**config.mk**
```make
export PLATFORM = sky130hd
export DESIGN_NAME = imu_bias_calibrator
export DESIGN_NICKNAME = d
export VERILOG_FILES = /design/src/design/ibc_pkg.sv /design/src/design/imu_bias_calibrator.sv
export SDC_FILE = /design/constraint.sdc
export NUM_CORES = 1
export LEC_CHECK = 0
export BUFFER_PORTS_ARGS = -buffer_cell sky130_fd_sc_hd__buf_2
export CORE_MARGIN = 8
export CORE_UTILIZATION = 45
export DETAILED_ROUTE_END_ITERATION = 7
export SLEW_MARGIN = 25
export SYNTH_ARGS = -nofsm -noshare
export SYNTH_HDL_FRONTEND = slang
export SYNTH_SLANG_ARGS = --single-unit
```
**constraint.sdc**
```tcl
create_clock -name clk -period 17.11 [get_ports clk]
set_input_delay 3.422 -clock clk [delete_from_list [all_inputs] [get_ports clk]]
set_output_delay 3.422 -clock clk [all_outputs]
set_load 0.02 [all_outputs]
```
**src/design/ibc_pkg.sv**
```systemverilog
// Package for the IMU bias calibrator: widths, command codes, sequencer states
// and the saturation helpers of the shared adder.
// No dependencies.
`timescale 1ns / 1ps

package ibc_pkg;

  localparam int AXES        = 6;
  localparam int RAW_W       = 16;
  localparam int RAWX_W      = 17;
  localparam int SUM_W       = 22;
  localparam int ALU_W       = 24;
  localparam int CNT_W       = 6;
  localparam int ONE_G_W     = 15;
  localparam int REM_W       = 6;
  localparam int AXIS_IDX_W  = 3;
  localparam int DIV_STEPS   = SUM_W;
  localparam int STEP_W      = 5;

  localparam int ONE_G_RESET     = 1366;
  localparam int MAX_SAMPLES_DEF = 63;
  localparam int CNT_MAX         = (1 << CNT_W) - 1;

  typedef enum logic [1:0] {
    CMD_CALIBRATE = 2'd0,
    CMD_FINISH    = 2'd1,
    CMD_CORRECT   = 2'd2,
    CMD_UNUSED    = 2'd3
  } cmd_t;

  // Axis order: gyro x, y, z, accel x, y, z.
  localparam logic [AXIS_IDX_W-1:0] AXIS_GYRO_Y  = 3'd1;
  localparam logic [AXIS_IDX_W-1:0] AXIS_ACCEL_Y = 3'd4;
  localparam logic [AXIS_IDX_W-1:0] AXIS_LAST    = 3'd5;

  typedef enum logic [6:0] {
    S_IDLE  = 7'b0000001,
    S_ACCUM = 7'b0000010,
    S_DLOAD = 7'b0000100,
    S_DSTEP = 7'b0001000,
    S_DSIGN = 7'b0010000,
    S_CORR  = 7'b0100000,
    S_EMIT  = 7'b1000000
  } state_t;

  typedef logic signed [ALU_W-1:0] alu_t;
  typedef logic signed [SUM_W-1:0] sum_t;
  typedef logic signed [RAW_W-1:0] raw_t;
  typedef logic signed [RAWX_W-1:0] rawx_t;

  localparam alu_t SUM_MAX_A = alu_t'((1 << (SUM_W - 1)) - 1);
  localparam alu_t SUM_MIN_A = -alu_t'(1 << (SUM_W - 1));
  localparam alu_t RAW_MAX_A = alu_t'((1 << (RAW_W - 1)) - 1);
  localparam alu_t RAW_MIN_A = -alu_t'(1 << (RAW_W - 1));

  function automatic sum_t sat_sum(alu_t v);
    sum_t res;
    if (v > SUM_MAX_A) begin
      res = SUM_MAX_A[SUM_W-1:0];
    end else if (v < SUM_MIN_A) begin
      res = SUM_MIN_A[SUM_W-1:0];
    end else begin
      res = v[SUM_W-1:0];
    end
    return res;
  endfunction

  function automatic raw_t sat_raw(alu_t v);
    raw_t res;
    if (v > RAW_MAX_A) begin
      res = RAW_MAX_A[RAW_W-1:0];
    end else if (v < RAW_MIN_A) begin
      res = RAW_MIN_A[RAW_W-1:0];
    end else begin
      res = v[RAW_W-1:0];
    end
    return res;
  endfunction

endpackage

```
**src/design/imu_bias_calibrator.sv**
```systemverilog
// IMU bias calibrator: accumulates calibration samples, averages them into six
// biases and removes the biases from later samples.
// Depends on ibc_pkg.
//
// Usage: an input transaction carries a command and six raw signed axes.
// Calibrate adds the sample (accel z less one_g_counts) into saturating sums,
// up to the sample limit; further samples are dropped. Finish divides each sum
// by the sample count, stores and reports the biases and clears the sums; with
// no samples it reports the old biases and a count of zero. Correct subtracts
// the biases, negates the y axes and reports the saturated result. Command 3
// is dropped. The user must write one_g_counts over the cfg channel only while
// the block is idle; the block does not enforce it. All datapath arithmetic but
// the gravity subtraction at capture goes through one 24-bit adder. Calibrate
// and correct run one step per axis; finish per axis one magnitude step, 22
// divide steps and one sign step. The result is registered as the sequencer
// goes idle. in_ready is high only while the sequencer idles. A new item is
// accepted while a result waits; a finished result waits until the previous
// one is taken.
// Reset (synchronous) clears sums, count and biases and sets one_g_counts to 1366.
`timescale 1ns / 1ps

module imu_bias_calibrator #(
  parameter int MAX_SAMPLES = ibc_pkg::MAX_SAMPLES_DEF
) (
  input  logic        clk,
  input  logic        rst_n,

  input  logic        cfg_valid,
  output logic        cfg_ready,
  input  logic [14:0] cfg_one_g_counts,

  input  logic        in_valid,
  output logic        in_ready,
  input  logic [1:0]  in_command,
  input  logic signed [15:0] in_gyro_x,
  input  logic signed [15:0] in_gyro_y,
  input  logic signed [15:0] in_gyro_z,
  input  logic signed [15:0] in_accel_x,
  input  logic signed [15:0] in_accel_y,
  input  logic signed [15:0] in_accel_z,

  output logic        out_valid,
  input  logic        out_ready,
  output logic        out_is_bias_report,
  output logic signed [15:0] out_gyro_x,
  output logic signed [15:0] out_gyro_y,
  output logic signed [15:0] out_gyro_z,
  output logic signed [15:0] out_accel_x,
  output logic signed [15:0] out_accel_y,
  output logic signed [15:0] out_accel_z,
  output logic [5:0]  out_sample_count
);

  localparam int SampleLimit = (MAX_SAMPLES > ibc_pkg::CNT_MAX) ? ibc_pkg::CNT_MAX
                                                                : MAX_SAMPLES;
  localparam logic [ibc_pkg::CNT_W-1:0] LimitCount = SampleLimit[ibc_pkg::CNT_W-1:0];
  localparam logic [ibc_pkg::STEP_W-1:0] LastStep =
    ibc_pkg::STEP_W'(ibc_pkg::DIV_STEPS - 1);

  ibc_pkg::state_t state_r, state_nxt;

  logic [ibc_pkg::ONE_G_W-1:0]    one_g_r;
  ibc_pkg::sum_t                  sums_r   [ibc_pkg::AXES];
  ibc_pkg::raw_t                  biases_r [ibc_pkg::AXES];
  ibc_pkg::rawx_t                 raw_r    [ibc_pkg::AXES];
  ibc_pkg::raw_t                  corr_r   [ibc_pkg::AXES];
  logic [ibc_pkg::CNT_W-1:0]      count_r;
  logic [ibc_pkg::AXIS_IDX_W-1:0] idx_r;
  logic [ibc_pkg::STEP_W-1:0]     step_r;
  logic [ibc_pkg::SUM_W-1:0]      quo_r;
  logic [ibc_pkg::REM_W-1:0]      rem_r;
  logic                           neg_r;
  logic                           rpt_bias_r;
  logic [ibc_pkg::CNT_W-1:0]      rpt_count_r;

  logic                           out_valid_r;
  logic                           out_bias_r;
  ibc_pkg::raw_t                  out_axis_r [ibc_pkg::AXES];
  logic [ibc_pkg::CNT_W-1:0]      out_count_r;

  logic                           in_fire;
  logic                           out_load;
  ibc_pkg::cmd_t                  cmd;
  ibc_pkg::sum_t                  sum_sel;
  ibc_pkg::rawx_t                 raw_sel;
  ibc_pkg::raw_t                  bias_sel;
  logic [ibc_pkg::REM_W:0]        rem_shift;
  logic                           div_ge;
  logic                           y_axis;

  ibc_pkg::alu_t                  alu_a, alu_b, alu_sum;
  logic                           alu_cin;

  assign cfg_ready = 1'b1;
  assign in_ready  = (state_r == ibc_pkg::S_IDLE);
  assign in_fire   = in_valid && in_ready;
  assign cmd       = ibc_pkg::cmd_t'(in_command);
  assign out_load  = (state_r == ibc_pkg::S_EMIT) && (!out_valid_r || out_ready);

  assign sum_sel   = sums_r[idx_r];
  assign raw_sel   = raw_r[idx_r];
  assign bias_sel  = biases_r[idx_r];
  assign rem_shift = {rem_r, quo_r[ibc_pkg::SUM_W-1]};
  assign y_axis    = (idx_r == ibc_pkg::AXIS_GYRO_Y) || (idx_r == ibc_pkg::AXIS_ACCEL_Y);

  // The shared datapath adder of the block; operands are chosen by the sequencer state.
  always_comb begin
    alu_a   = '0;
    alu_b   = '0;
    alu_cin = 1'b0;
    unique case (state_r)
      ibc_pkg::S_ACCUM: begin
        alu_a = ibc_pkg::alu_t'(sum_sel);
        alu_b = ibc_pkg::alu_t'(raw_sel);
      end
      ibc_pkg::S_DLOAD: begin
        alu_b   = ~ibc_pkg::alu_t'(sum_sel);
        alu_cin = 1'b1;
      end
      ibc_pkg::S_DSTEP: begin
        alu_a   = ibc_pkg::alu_t'({1'b0, rem_shift});
        alu_b   = ~ibc_pkg::alu_t'({1'b0, count_r});
        alu_cin = 1'b1;
      end
      ibc_pkg::S_DSIGN: begin
        if (neg_r) begin
          alu_b   = ~ibc_pkg::alu_t'({1'b0, quo_r});
          alu_cin = 1'b1;
        end else begin
          alu_a = ibc_pkg::alu_t'({1'b0, quo_r});
        end
      end
      ibc_pkg::S_CORR: begin
        // The y axes are negated, so they compute bias minus sample.
        if (y_axis) begin
          alu_a = ibc_pkg::alu_t'(bias_sel);
          alu_b = ~ibc_pkg::alu_t'(raw_sel);
        end else begin
          alu_a = ibc_pkg::alu_t'(raw_sel);
          alu_b = ~ibc_pkg::alu_t'(bias_sel);
        end
        alu_cin = 1'b1;
      end
      default: begin
      end
    endcase
  end

  assign alu_sum = alu_a + alu_b + ibc_pkg::alu_t'(alu_cin);
  assign div_ge  = !alu_sum[ibc_pkg::ALU_W-1];

  always_comb begin
    state_nxt = state_r;
    unique case (state_r)
      ibc_pkg::S_IDLE: begin
        if (in_fire) begin
          unique case (cmd)
            ibc_pkg::CMD_CALIBRATE: begin
              if (count_r < LimitCount) begin
                state_nxt = ibc_pkg::S_ACCUM;
              end
            end
            ibc_pkg::CMD_FINISH: begin
              state_nxt = (count_r == '0) ? ibc_pkg::S_EMIT : ibc_pkg::S_DLOAD;
            end
            ibc_pkg::CMD_CORRECT: state_nxt = ibc_pkg::S_CORR;
            default: state_nxt = ibc_pkg::S_IDLE;
          endcase
        end
      end
      ibc_pkg::S_ACCUM: begin
        if (idx_r == ibc_pkg::AXIS_LAST) begin
          state_nxt = ibc_pkg::S_IDLE;
        end
      end
      ibc_pkg::S_DLOAD: state_nxt = ibc_pkg::S_DSTEP;
      ibc_pkg::S_DSTEP: begin
        if (step_r == LastStep) begin
          state_nxt = ibc_pkg::S_DSIGN;
        end
      end
      ibc_pkg::S_DSIGN: begin
        state_nxt = (idx_r == ibc_pkg::AXIS_LAST) ? ibc_pkg::S_EMIT : ibc_pkg::S_DLOAD;
      end
      ibc_pkg::S_CORR: begin
        if (idx_r == ibc_pkg::AXIS_LAST) begin
          state_nxt = ibc_pkg::S_EMIT;
        end
      end
      ibc_pkg::S_EMIT: begin
        if (out_load) begin
          state_nxt = ibc_pkg::S_IDLE;
        end
      end
      default: state_nxt = ibc_pkg::S_IDLE;
    endcase
  end

  always_ff @(posedge clk) begin
    if (!rst_n) begin
      state_r     <= ibc_pkg::S_IDLE;
      one_g_r     <= ibc_pkg::ONE_G_W'(ibc_pkg::ONE_G_RESET);
      count_r     <= '0;
      idx_r       <= '0;
      step_r      <= '0;
      out_valid_r <= 1'b0;
      for (int i = 0; i < ibc_pkg::AXES; i++) begin
        sums_r[i]   <= '0;
        biases_r[i] <= '0;
      end
    end else begin
      state_r <= state_nxt;

      if (cfg_valid && cfg_ready) begin
        one_g_r <= cfg_one_g_counts;
      end

      unique case (state_r)
        ibc_pkg::S_IDLE: begin
          idx_r <= '0;
        end
        ibc_pkg::S_ACCUM: begin
          sums_r[idx_r] <= ibc_pkg::sat_sum(alu_sum);
          idx_r         <= idx_r + 1'b1;
          if (idx_r == ibc_pkg::AXIS_LAST) begin
            count_r <= count_r + 1'b1;
          end
        end
        ibc_pkg::S_DLOAD: begin
          step_r <= '0;
        end
        ibc_pkg::S_DSTEP: begin
          step_r <= step_r + 1'b1;
        end
        ibc_pkg::S_DSIGN: begin
          biases_r[idx_r] <= ibc_pkg::sat_raw(alu_sum);
          idx_r           <= idx_r + 1'b1;
          if (idx_r == ibc_pkg::AXIS_LAST) begin
            count_r <= '0;
            for (int i = 0; i < ibc_pkg::AXES; i++) begin
              sums_r[i] <= '0;
            end
          end
        end
        ibc_pkg::S_CORR: begin
          idx_r <= idx_r + 1'b1;
        end
        ibc_pkg::S_EMIT: begin
        end
        default: begin
        end
      endcase

      if (out_load) begin
        out_valid_r <= 1'b1;
      end else if (out_ready) begin
        out_valid_r <= 1'b0;
      end
    end
  end

  // Payload registers, no reset needed.
  always_ff @(posedge clk) begin
    if (in_fire) begin
      rpt_bias_r  <= (cmd == ibc_pkg::CMD_FINISH);
      rpt_count_r <= count_r;
      raw_r[0]    <= ibc_pkg::rawx_t'(in_gyro_x);
      raw_r[1]    <= ibc_pkg::rawx_t'(in_gyro_y);
      raw_r[2]    <= ibc_pkg::rawx_t'(in_gyro_z);
      raw_r[3]    <= ibc_pkg::rawx_t'(in_accel_x);
      raw_r[4]    <= ibc_pkg::rawx_t'(in_accel_y);
      // Calibration removes gravity from accel z once, at capture.
      if (cmd == ibc_pkg::CMD_CALIBRATE) begin
        raw_r[5] <= ibc_pkg::rawx_t'(in_accel_z)
                    - ibc_pkg::rawx_t'({2'b00, one_g_r});
      end else begin
        raw_r[5] <= ibc_pkg::rawx_t'(in_accel_z);
      end
    end

    if (state_r == ibc_pkg::S_DLOAD) begin
      neg_r <= sum_sel[ibc_pkg::SUM_W-1];
      quo_r <= sum_sel[ibc_pkg::SUM_W-1] ? alu_sum[ibc_pkg::SUM_W-1:0]
                                         : sum_sel[ibc_pkg::SUM_W-1:0];
      rem_r <= '0;
    end else if (state_r == ibc_pkg::S_DSTEP) begin
      // Restoring division: one quotient bit per cycle.
      rem_r <= div_ge ? alu_sum[ibc_pkg::REM_W-1:0] : rem_shift[ibc_pkg::REM_W-1:0];
      quo_r <= {quo_r[ibc_pkg::SUM_W-2:0], div_ge};
    end

    if (state_r == ibc_pkg::S_CORR) begin
      corr_r[idx_r] <= ibc_pkg::sat_raw(alu_sum);
    end

    if (out_load) begin
      out_bias_r  <= rpt_bias_r;
      out_count_r <= rpt_bias_r ? rpt_count_r : '0;
      for (int i = 0; i < ibc_pkg::AXES; i++) begin
        out_axis_r[i] <= rpt_bias_r ? biases_r[i] : corr_r[i];
      end
    end
  end

  assign out_valid          = out_valid_r;
  assign out_is_bias_report = out_bias_r;
  assign out_gyro_x         = out_axis_r[0];
  assign out_gyro_y         = out_axis_r[1];
  assign out_gyro_z         = out_axis_r[2];
  assign out_accel_x        = out_axis_r[3];
  assign out_accel_y        = out_axis_r[4];
  assign out_accel_z        = out_axis_r[5];
  assign out_sample_count   = out_count_r;

  a_count_limit: assert property (@(posedge clk) disable iff (!rst_n)
    count_r <= LimitCount)
    else $error("sample count above the limit");

  a_div_nonzero: assert property (@(posedge clk) disable iff (!rst_n)
    (state_r == ibc_pkg::S_DSTEP) |-> (count_r != '0))
    else $error("divide step with a zero sample count");

  a_corr_count: assert property (@(posedge clk) disable iff (!rst_n)
    (out_valid_r && !out_bias_r) |-> (out_count_r == '0))
    else $error("corrected sample carries a nonzero count");

  a_correct_start: assert property (@(posedge clk) disable iff (!rst_n)
    (in_fire && cmd == ibc_pkg::CMD_CORRECT) |=> (state_r == ibc_pkg::S_CORR))
    else $error("correct transaction did not start correction");

  a_finish_clears: assert property (@(posedge clk) disable iff (!rst_n)
    (state_r == ibc_pkg::S_DSIGN && idx_r == ibc_pkg::AXIS_LAST) |=>
      (count_r == '0 && state_r == ibc_pkg::S_EMIT))
    else $error("finish did not clear the sample count");

endmodule
```
# Yosys cells after proc, flatten, opt, wreduce, memory -nomap -nowiden
# Memories as Yosys holds them, arrays and structs flattened. A register that Yosys moved wholly into a read port is not among the register bits.
# Index checks and enable logic that the tools add are counted.
totals:
  n_memories: 5
  input_bits: 118
  register_bits: 80
  wordCells: 165
  ramBits: 522
memory_table:
  columns: ["memory", "words", "width", "read_ports", "rd_ports_with_merged_regs", "wr", "line_no", "source"]
  rows:
  - ["sums_r", 6, 22, 1, 1, 6, "imu_bias_calibrator.sv:63", "ibc_pkg::sum_t sums_r [ibc_pkg::AXES];"]
  - ["raw_r", 6, 17, 1, 1, 6, "imu_bias_calibrator.sv:65", "ibc_pkg::rawx_t raw_r [ibc_pkg::AXES];"]
  - ["biases_r", 6, 16, 7, 1, 6, "imu_bias_calibrator.sv:64", "ibc_pkg::raw_t biases_r [ibc_pkg::AXES];"]
  - ["corr_r", 6, 16, 6, 0, 1, "imu_bias_calibrator.sv:66", "ibc_pkg::raw_t corr_r [ibc_pkg::AXES];"]
  - ["out_axis_r", 6, 16, 6, 0, 6, "imu_bias_calibrator.sv:78", "ibc_pkg::raw_t out_axis_r [ibc_pkg::AXES];"]
classes:
  mux: 86
  bitwise: 12
  n_reduce_logical: 18
  addsub: 6
  order_cmp: 5
  n_eq_ne: 20
ops:
  columns: ["operator", "n"]
  rows:
  - ["$mux W22", 15]
  - ["$mux W16", 12]
  - ["$pmux W24 S5", 1]
  - ["$pmux W24 S4", 1]
  - ["$mux W24", 3]
  - ["$mux W7", 8]
  - ["$pmux W7 S7", 1]
  - ["$not A22 Y24", 2]
  - ["$mux W1", 28]
  - ["$add A24 B2 Y24", 1]
  - ["$add A24 B24 Y24", 1]
  - ["$gt A24 B16 Y1 const B", 1]
  - ["$gt A24 B22 Y1 const B", 1]
  - ["$lt A24 B16 Y1 const B", 1]
  - ["$lt A24 B22 Y1 const B", 1]
  - ["$mux W3", 8]
  - ["$not A16 Y24", 1]
  - ["$not A17 Y24", 1]
  - ["$not A6 Y24", 1]
  - ["$reduce_or A22 Y1", 1]
  - ["$pmux W7 S3", 1]
  - ["$mux W6", 3]
  - ["$mux W17", 1]
  - ["$sub A16 B16 Y17", 1]
  - ["other kinds (34)", 52]

# Depth between registers and ports, before layout
depth:
  word_depth: 12
  depth_mapped: 23
  mapped_depth_nobuf: 18

# Worst setup path after synthesis
# OpenSTA, ideal clock, no wires.
synth_path:
  path_kind: "input port to flip-flop"
  start: "input port out_ready"
  end: "memory out_axis_r[0][0] in the netlist's numbering, enable pin"
  t_arrival_ps: 8117
  n_path_buf: 0
  setup_slack_ps: 8417
  setup_ps: 577
  path_stages: 2
  required_ps: 16533
  cell_sequence: "nand2b_1 -> nor2b_1"
synth_rtl:
  columns: ["element", "line_no", "source"]
  rows:
  - ["start, declared", "imu_bias_calibrator.sv:43", "input logic out_ready,"]
  - ["end, declared", "imu_bias_calibrator.sv:78", null]

==> results.sh <==
export IMPL_status="complete, no violations"
export IMPL_core_um2=68600
export IMPL_cts_setup_buffers=0
export IMPL_synth_top_area_frac=0.606
export IMPL_overflow=0
export IMPL_cts_tree="yes"
export IMPL_gp_congestion=0.912
export IMPL_syn_inst=2280
export IMPL_synth_area_per_cell_um2=13.7
export IMPL_cpMostUsedCell="buf_4"
export IMPL_maxCapViolCount=0
export IMPL_setup_tns_final_ps=0
export IMPL_syn2layout_area_growth_pct=14.1
export IMPL_netlist_top_cells_count="edfxtp_1 (630), nor2_1 (281), nand2_1 (128)"
export IMPL_crit_slowest_cell="dfxtp_4"
export IMPL_cts_resized=0
export IMPL_end_kind="flop"
export IMPL_port_buffers=222
export IMPL_netlist_cell_type_count=80
export IMPL_start_util=0.455
export IMPL_cts_buffer_depth=3
export IMPL_dr_wl_met2_mm=41.8
export IMPL_power_density_nw_per_um2=109
export IMPL_yosysSeqAreaShare=0.636
export IMPL_path_cells="buf_4, buf_4, o21ai_0, a21oi_1, nor2_1, a221oi_1, o211ai_1, ha_1, a21o_1, a211oi_2, o2111a_1, a21oi_4, xnor2_1, buf_4, nor2_1, a21boi_4, buf_4, nor3_1"
export IMPL_critPathMaxFanout=78
export IMPL_grt_usage=0.216
export IMPL_first_global_vias=20317
export IMPL_period_share=0.470
export IMPL_layout_drive_gt1_share=0.253
export IMPL_slew_limit_headroom=0.305
export IMPL_pwr_share_clk=0.394
export IMPL_hold_viol_final=0
export IMPL_die_h_um=279
export IMPL_m1WireLength_mm=34.9
export IMPL_root_buffer="clkbuf_16"
export IMPL_critical_path_required_ps=17420
export IMPL_drv_slew=0
export IMPL_finalSetupViolCount=0
export IMPL_fp_dieW_um=279
export IMPL_rows=96
export IMPL_yosysMostFrequentCell="edfxtp_1"
export IMPL_postSynthRegisterBits=676
export IMPL_fmaxAchievable_ghz=0.124
export IMPL_vdd_ir_drop_max_v=0.0000570
export IMPL_p_int_uw=2930
export IMPL_htree_levels=3
export IMPL_synth_top_area_cell="edfxtp_1"
export IMPL_vias=20133
export IMPL_nFillCells=5832
export IMPL_grt_first_pass_wirelength_mm=129
export IMPL_arrival_ps=8360
export IMPL_grt_max_degree=98
export IMPL_syn_cell_area_um2=31200
export IMPL_worst_hold_slack_ps=472
export IMPL_met3WireLength_mm=5.39
export IMPL_num_io_pins=224
export IMPL_drt_iter0_markers=1853
export IMPL_antenna_found_initial=3
export IMPL_fin_skew_ps=22.2
export IMPL_numCtsBuffers=72
export IMPL_dr_pass1_iters=6
export IMPL_wl_mm=85.3
export IMPL_fin_crit_ps=8050
export IMPL_worstSetupPathType="flop to flop"
export IMPL_p_leak_uw=0.0123
export IMPL_yosys_warnings=0
export IMPL_avgViaCountPerCell=5.82
export IMPL_synth_ff_type="edfxtp_1"
export IMPL_async_reset_ff_frac=0
export IMPL_final_nets=2636
export IMPL_holdBufCountCts=0
export IMPL_clk_pin_slew_ps=60
export IMPL_drc=0
export IMPL_insertion_delay_ps=620
export IMPL_dieArea_um2=78100
export IMPL_hold_path_class="flop to flop"
export IMPL_drt_wirelength_per_cell_um=24.6
export IMPL_dpl_hpwl_mm=57.3
export IMPL_synth_edf_count=630
export IMPL_rsz0062_at_grt="false"
export IMPL_worst_pin_slew_ps=1030
export IMPL_swShare=0.245
export IMPL_power_frac_comb=0.107
export IMPL_topRoutingLayerUsed="met4"
export IMPL_seq_power_share=0.500
export IMPL_cpPeakStageDelay_ps=890
export IMPL_ant_nets=0
export IMPL_synthTopCellsByArea="edfxtp_1 (61%), mux4_2 (6.6%), mux2_2 (4.0%)"
export IMPL_cp_start_kind="flop"
export IMPL_syn_nets=2445
export IMPL_p_switching_uw=950
export IMPL_clock_sinks=676
state kept, by name, summed over array words and instances (netlist names), 5 cells and up, named ones only:
register / flops
out_axis_r: 96
rpt_count_r: 6
state_r: 7
quo_r: 22
corr_r: 96
rem_r: 6
out_sample_count: 6
raw_r: 97
sums_r: 176
one_g_r: 15
step_r: 5
count_r: 6
biases_r: 128
worst max-delay path: cells and delay by family (launching register included):
family / cells / cell delay, ps
buffers and inverters: 4 / 2530
AO/OA/AOI/OAI: 9 / 2760
AND/OR/NAND/NOR: 3 / 390
flip-flops: 1 / 890
adder cells (fa/ha/maj): 1 / 400
XOR/XNOR: 1 / 670
stage by stage:
step	power, uW	util	cells	worst slack [ps]	cell area [um^2]
after floorplan	2240	-	2280	8420	31200
after global placement	2370	0.485	3326	9200	33200
after detailed placement	2380	0.485	3326	8950	33200
after CTS	3910	0.518	3458	8940	35600
after global routing	4010	0.519	3461	8290	35600
final	3880	0.519	3461	9060	35600
per-layer routing:
metal / vias up / track usage
met5: - / 0
met1: 10139 / 0.283
met4: 0 / 0.0883
met3: 124 / 0.0309
li1: 9094 / -
met2: 776 / 0.360
final cells by class:
type	instances	area (um^2)	share of cell area
sequential	676	19900	0.557
multi-input combinational	1393	10500	0.295
clock buffer	94	1980	0.0556
timing repair buffer	277	1560	0.0439
tap	931	1160	0.0327
clock inverter	38	338	0.00949
inverter	51	191	0.00538
antenna	1	2.50	0.0000703
cells by family after synthesis:
| group | synth area share |
|---|---|
| multiplexers | 0.124 |
| other | 0.000120 |
| flip-flops | 0.636 |
| AND/OR/NAND/NOR | 0.102 |
| buffers and inverters | 0.0296 |
| XOR/XNOR | 0.00926 |
| AO/OA/AOI/OAI | 0.0797 |
| adder cells (fa/ha/maj) | 0.0196 |
power groups by stage:
stage / clock network (uW) / logic [uW] / registers (uW)
6_report: 1530 / 414 / 1940
5_1_grt: 1620 / 450 / 1940
4_1_cts: 1560 / 414 / 1940
3_5_place_dp: 0 / 413 / 1970
3_3_place_gp: 0 / 402 / 1970
2_1_floorplan: 0 / 278 / 1970
placed cells by master (no fill, tap or decap), types with 69 or more instances in the layout:
master,synthesis,final
nor4_1,69,69
a21oi_1,103,103
clkbuf_16,0,75
nor2_1,281,279
edfxtp_1,630,630
mux4_2,92,92
o21ai_0,105,99
mux2_2,112,112
buf_2,27,222
nand2_1,128,127
path summary, 6_finish.rpt:
kind | start | end | slack [ps] | depth (start not counted)
setup reg to reg | flop | biases_r[5][14] | 9060 | 18
hold reg to reg | step_r[4] | step_r[4] | 470 | 1
setup / recovery | flop | biases_r[5][14] | 9060 | 18
hold / removal | step_r[4] | step_r[4] | 470 | 1
Note: power is estimated with default switching activity, not from simulation.
